===== config.mk =====
export PLATFORM = sky130hd
export DESIGN_NAME = sars_ctrl
export DESIGN_NICKNAME = d
export VERILOG_FILES = /design/src/rtl/sars_pkg.sv /design/src/rtl/sars_ctrl.sv
export SDC_FILE = /design/constraint.sdc
export NUM_CORES = 1
export LEC_CHECK = 0
export BUFFER_PORTS_ARGS = -buffer_cell sky130_fd_sc_hd__buf_2
export CAP_MARGIN = 30
export CELL_PAD_IN_SITES_DETAIL_PLACEMENT = 0
export CELL_PAD_IN_SITES_GLOBAL_PLACEMENT = 1
export CORE_AREA = 8 8 45 47
export DETAILED_ROUTE_END_ITERATION = 6
export DIE_AREA = 0 0 53 55
export PLACE_DENSITY = 0.73
export SLEW_MARGIN = 10
export SYNTH_ARGS = -nofsm -noshare
export SYNTH_HDL_FRONTEND = slang
export SYNTH_SLANG_ARGS = --single-unit

===== constraint.sdc =====
create_clock -name i_clk -period 1.39 [get_ports i_clk]
set_input_delay 0.139 -clock i_clk [delete_from_list [all_inputs] [get_ports i_clk]]
set_output_delay 0.139 -clock i_clk [all_outputs]
set_load 0.03 [all_outputs]

===== src/rtl/sars_pkg.sv =====
// Shared types, codes and widths for the summed-area range-sum block.
package sars_pkg;

    localparam int MODE_W    = 2;
    localparam int CELL_W    = 16;
    localparam int COORD_W   = 7;
    localparam int SUM_W     = 28;
    localparam int STAT_W    = 2;
    localparam int CFG_IDX_W = 2;
    localparam int CFG_W     = 7;

    // Request modes.
    localparam logic [MODE_W-1:0] MODE_LOAD    = 2'd0;
    localparam logic [MODE_W-1:0] MODE_QUERY   = 2'd1;
    localparam logic [MODE_W-1:0] MODE_RESTART = 2'd2;

    // Result status codes.
    localparam logic [STAT_W-1:0] STAT_OK         = 2'd0;
    localparam logic [STAT_W-1:0] STAT_FULL       = 2'd1;
    localparam logic [STAT_W-1:0] STAT_INCOMPLETE = 2'd2;
    localparam logic [STAT_W-1:0] STAT_BAD_RECT   = 2'd3;

    // Configuration register indexes.
    localparam logic [CFG_IDX_W-1:0] CFG_GRID_ROWS = 2'd0;
    localparam logic [CFG_IDX_W-1:0] CFG_GRID_COLS = 2'd1;

    // The four corner terms of a rectangle query, in read order.
    localparam logic [1:0] TERM_BR = 2'd0;  // (bottom, right), added
    localparam logic [1:0] TERM_BL = 2'd1;  // (bottom, left - 1), subtracted
    localparam logic [1:0] TERM_TR = 2'd2;  // (top - 1, right), subtracted
    localparam logic [1:0] TERM_TL = 2'd3;  // (top - 1, left - 1), added

    typedef struct packed {
        logic        [MODE_W-1:0]  mode;
        logic signed [CELL_W-1:0]  cell_value;
        logic        [COORD_W-1:0] top_row;
        logic        [COORD_W-1:0] left_col;
        logic        [COORD_W-1:0] bottom_row;
        logic        [COORD_W-1:0] right_col;
    } t_req;

    typedef struct packed {
        logic signed [SUM_W-1:0]  range_sum;
        logic        [STAT_W-1:0] status;
    } t_rsp;

    typedef enum logic [3:0] {
        ST_IDLE,
        ST_DECODE,
        ST_LD_RD,
        ST_LD_WR,
        ST_Q0,
        ST_Q1,
        ST_Q2,
        ST_Q3,
        ST_Q4,
        ST_DONE
    } t_state;

    typedef struct packed {
        logic       capture;
        logic       decode;
        logic       load_read;
        logic       load_commit;
        logic       rd_en;
        logic [1:0] term;
        logic       accum;
        logic       out_load;
    } t_dp_cmd;

    typedef struct packed {
        logic load_go;
        logic query_go;
        logic out_busy;
    } t_dp_stat;

endpackage


===== src/rtl/sars_ctrl.sv =====
// Sequencing state machine for the summed-area range-sum block.
module sars_ctrl
    import sars_pkg::*;
(
    input  logic     i_clk,
    input  logic     i_rst_n,
    input  logic     i_in_valid,
    output logic     o_in_stall,
    input  t_dp_stat i_stat,
    output t_dp_cmd  o_cmd
);

    t_state r_state;
    t_state n_state;

    always_ff @(posedge i_clk) begin
        if (!i_rst_n) begin
            r_state <= ST_IDLE;
        end else begin
            r_state <= n_state;
        end
    end

    always_comb begin
        n_state    = r_state;
        o_cmd      = '0;
        o_in_stall = 1'b1;
        unique case (r_state)
            ST_IDLE: begin
                o_in_stall = 1'b0;
                if (i_in_valid) begin
                    o_cmd.capture = 1'b1;
                    n_state       = ST_DECODE;
                end
            end
            ST_DECODE: begin
                o_cmd.decode = 1'b1;
                if (i_stat.load_go) begin
                    n_state = ST_LD_RD;
                end else if (i_stat.query_go) begin
                    n_state = ST_Q0;
                end else begin
                    n_state = ST_DONE;
                end
            end
            ST_LD_RD: begin
                o_cmd.load_read = 1'b1;
                n_state         = ST_LD_WR;
            end
            ST_LD_WR: begin
                o_cmd.load_commit = 1'b1;
                n_state           = ST_DONE;
            end
            ST_Q0: begin
                o_cmd.rd_en = 1'b1;
                o_cmd.term  = TERM_BR;
                n_state     = ST_Q1;
            end
            ST_Q1: begin
                o_cmd.rd_en = 1'b1;
                o_cmd.term  = TERM_BL;
                o_cmd.accum = 1'b1;
                n_state     = ST_Q2;
            end
            ST_Q2: begin
                o_cmd.rd_en = 1'b1;
                o_cmd.term  = TERM_TR;
                o_cmd.accum = 1'b1;
                n_state     = ST_Q3;
            end
            ST_Q3: begin
                o_cmd.rd_en = 1'b1;
                o_cmd.term  = TERM_TL;
                o_cmd.accum = 1'b1;
                n_state     = ST_Q4;
            end
            ST_Q4: begin
                o_cmd.accum = 1'b1;
                n_state     = ST_DONE;
            end
            ST_DONE: begin
                if (!i_stat.out_busy) begin
                    o_cmd.out_load = 1'b1;
                    n_state        = ST_IDLE;
                end
            end
            default: begin
                n_state = ST_IDLE;
            end
        endcase
    end

endmodule


# After elaboration in Yosys (flattened, before gate mapping)
# Index checks and enable logic that the tools add are counted.
[op_classes]
n_eq_ne = 11
mux = 15
n_reduce_logical = 4
[op_table]
columns = ["operator", "count"]
rows = [
  ["one-hot mux 4 bit (9 select lines)", 1],
  ["== test 4 x 3 -> 1 bit (second input constant)", 4],
  ["two-way mux 4 bit", 4],
  ["one-hot mux 3 bit (4 select lines)", 1],
  ["two-way mux 1 bit", 9],
  ["== test 4 x 2 -> 1 bit (second input constant)", 2],
  ["== test 4 bit (second input constant)", 2],
  ["== test 4 x 1 -> 1 bit (second input constant)", 1],
  ["zero test 4 bit", 1],
  ["!= test 2 bit (second input constant)", 2],
  ["OR reduction 4 bit", 1],
  ["AND reduction 2 bit", 1],
  ["OR reduction 2 bit", 1],
]
[word_totals]
ff_bits = 4
in_bits = 6

# Longest topological paths before layout
[depth]
ltp_word = 3
ltp_mapped = 5

# Least setup slack after synthesis
# OpenSTA, ideal clock, no wires.
[synth_path]
kind = "reg2out"
from = "register r_state[1]"
to = "output port o_cmd[0] (netlist name)"
arrival_time_ns = 1.663
slack_ns = -0.412
path_stages_with_launch = 4
n_path_buf = 1
path_cell_list = "dfxtp_1 > buf_6 > nor2b_1 > nor4b_1"
[synth_lines]
columns = ["element", "line_no", "source"]
rows = [
  ["from (decl)", "sars_ctrl.sv:13", "t_state r_state;"],
  ["from (signal assigned)", "sars_ctrl.sv:20", "r_state <= n_state;"],
  ["to (decl)", "sars_ctrl.sv:10", "output t_dp_cmd o_cmd"],
]

==> reports/qor.tcl <==
set qor(clk_transition_reported_paths_ns) 0.04
set qor(postSynthNetCount) 51
set qor(largestRegisters) {r_state x4}
set qor(cts.hold.buffers_added) 0
set qor(max_freq_mhz) 738.3
set qor(cts_inserted_buffers) 3
set qor(core_footprint_um2) 1384
set qor(timing.hold.worst.class) {input pin to flop}
set qor(r2r.worst_path.cells) 3
set qor(crit_path_end_kind) {output pin}
set qor(power.net_switching_w) 0.0002251
set qor(cp_class) {flop to output pin}
set qor(hpwlAfterDp_um) 781.2
set qor(layout_common_cells) {11 x buf_2, 5 x nand2_1, 5 x buf_4}
set qor(maxCapViolations) 0
set qor(worst-endpoint-arrival_ns) 1.22
set qor(fp.dieArea_um2) 2915
set qor(layout_worst_path_cycle_share) 0.9745
set qor(p_comb_frac) 0.454
set qor(critPathLaunchType) {flop}
set qor(synth_sequential_area_ratio) 0.2336
set qor(tightest_slew_ns) 0.2391
set qor(port-buffer-count) 15
set qor(number_of_global_route_vias_before_repair) 356
set qor(mostFrequentLayoutCell) {buf_2}
set qor(synth_warnings) 0
set qor(grt_overflow_total) 0
set qor(gp_congestion) 0.7378
set qor(regToRegSetupSlack_ns) 0.18
set qor(post_synth.cell_area_avg_um2) 7.618
set qor(fin_crit_ns) 1.355
set qor(hold_path_startpoint) {i_rst_n}
set qor(effective_utilization_at_floorplan) 0.2477
set qor(largest_register_ff_count) 4
set qor(worst_ep_required_time_ns) 1.25
set qor(num-fill-cells) 143
set qor(final_nets) 71
set qor(route.detailed.wl_per_inst_um) 13.29
set qor(grt_antenna_before_repair) 0
set qor(setup_skew_ns) 0.001011
set qor(drv_slew) 0
set qor(viasPerCell) 4.722
set qor(hold_violations_final) 0
set qor(final_util) 0.3834
set qor(die-height_um) 55
set qor(clock_tree.htree_level_count) 1
set qor(boundaryPins) 16
set qor(ir_worst_vdd_mv) 0.3388
set qor(areaGrowthSynthToFinish_pct) 54.74
set qor(wl_um) 1050
set qor(power_per_cell_area_nw_per_um2) 1070
set qor(n_antenna_cell) 0
set qor(relSlewSlack) 0.8399
set qor(largest-register) {r_state}
set qor(tritoncts_num_sinks) 4
set qor(vias) 373
set qor(cts_tree) {built}
set qor(internal-power_w) 0.0003428
set qor(row_count) 14
set qor(post_synth_inst_count) 45
set qor(drive_gt1_frac) 0.5556
set qor(antenna_left) 0
set qor(setup_viol) 0
set qor(grt_start_max_net_pins) 12
set qor(synth.distinct_cells) 24
set qor(drc) 0
set qor(grt_use_total) 0.07272
set qor(first_iter_violations) 4
set qor(cellLeakagePower_nw) 0.2442
set qor(post_synth_instance_area_um2) 342.8
set qor(result_of_the_run) {finished clean}
set qor(die_x_um) 53
set qor(ys_ff_latch) 4
set qor(clock_network_fraction_of_design_power) 0.256
set qor(dr.pass1.iters) 2
set qor(crit_path_max_fanout) 6
set qor(fraction_of_power_spent_switching_nets) 0.3964
set qor(worst_skew_pair.late_latency_ns) 0.24
set qor(p_seq_frac) 0.290
set qor(grt_first_pass_wirelength_um) 1559
set qor(cts_buffer_depth) 2
set qor(hold_path_depth) 3
set qor(setup_tns_ns) 0
set qor(cts-root-buf) {clkbuf_4}
set qor(worst_r2r_startpoint) {r_state[1]}
set qor(rr_endpoint) {r_state[3]}
set qor(worst_hold_path.endpoint) {r_state[3]}
set qor(rsz0062_at_grt) {yes}
worst max-delay path, cell delays in order, from the launching register on:
cell and delay (ns):
dfxtp_4 0.36, buf_4 0.16, nor2_2 0.15, nand3b_1 0.10
nand2_1 0.07, buf_4 0.15
power groups by stage:
stage	clock network (W)	logic, W	registers (W)
2_1_floorplan	0	0.000193	0.000138
6_report	0.000146	0.000258	0.000165
4_1_cts	0.000155	0.000237	0.000163
5_1_grt	0.000164	0.000277	0.000169
3_3_place_gp	0	0.000224	0.000157
3_5_place_dp	0	0.000222	0.000159
area by class of cell:
| type | count | area (um2) | area share |
|---|---|---|---|
| inverter | 4 | 15.01 | 0.02830 |
| clock buffer | 3 | 22.52 | 0.04245 |
| timing repair buffer | 18 | 115.1 | 0.2170 |
| tap | 16 | 20.02 | 0.03774 |
| sequential | 4 | 95.09 | 0.1792 |
| multi-input combinational | 34 | 262.8 | 0.4953 |
per-layer routing:
| layer | wire [um] | GRT usage |
|---|---|---|
| met1 | 428 | 0.07002 |
| met4 | 0 | 0.02586 |
| met2 | 528 | 0.1289 |
| met5 | 0 | 0 |
| met3 | 93 | 0.04011 |
cells by family after synthesis:
| family | Yosys count | synth area share |
|---|---|---|
| flip-flops | 4 | 0.2336 |
| AND/OR/NAND/NOR | 22 | 0.3760 |
| AO/OA/AOI/OAI | 11 | 0.2153 |
| buffers and inverters | 7 | 0.1314 |
| multiplexers | 1 | 0.04378 |
metrics by stage:
step	hold WS [ns]	setup slack (ns)	total power (W)	cell area [um2]	cells
after global placement	0.3826	0.01638	0.0003817	424.2	74
after floorplan	0.2607	0.009831	0.0003316	351.6	45
after global routing	0.1475	-0.01731	0.0006100	530.5	79
final	0.1480	0.03545	0.0005678	530.5	79
after detailed placement	0.3868	-0.003279	0.0003803	424.2	74
after CTS	0.1396	0.002242	0.0005556	486.7	77
repair_timing:
item | 4_1_cts | 5_1_grt
resized for setup | 14 | 9
setup buffers | 0 | 2
setup endpoints to repair | 8 | 6
hold endpoints to repair | 0 | 0
pin swaps | 0 | 1
synth_stat cells:
cell,instances,area [um2]
buf_6,2,22.52
a31oi_1,1,6.260
nor4b_1,1,8.760
nand4b_1,1,8.760
nand2_1,5,18.77
a21oi_1,1,5.000
dfxtp_1,4,80.08
buf_4,1,7.510
o21ai_1,1,5.000
a22oi_1,1,7.510
nand3b_1,1,7.510
nor2_1,5,18.77
and3_1,1,6.260
mux2_4,1,15.01
inv_1,4,15.01
nor2b_1,2,12.51
a221oi_2,1,15.01
a211oi_1,1,7.510
o21ai_0,4,20.02
and2_1,3,18.77
nor3_1,1,5.000
o21bai_1,1,7.510
and2_2,1,7.510
nor3_4,1,16.27
worst max path at each step:
| stage | startpoint | end | slack [ns] | depth (start not counted) |
|---|---|---|---|---|
| global placement | r_state[0] | o_cmd[0] | 0.02 | 3 |
| CTS | r_state[0] | o_cmd[8] | 0.002 | 4 |
| finish | r_state[0] | o_cmd[1] | 0.04 | 5 |
| detailed placement | r_state[0] | o_cmd[0] | -0.003 | 3 |
| floorplan | r_state[1] | o_cmd[0] | 0.01 | 3 |
| global route | r_state[0] | o_cmd[1] | -0.02 | 5 |
No activity file was read; power rests on OpenSTA's default activity.
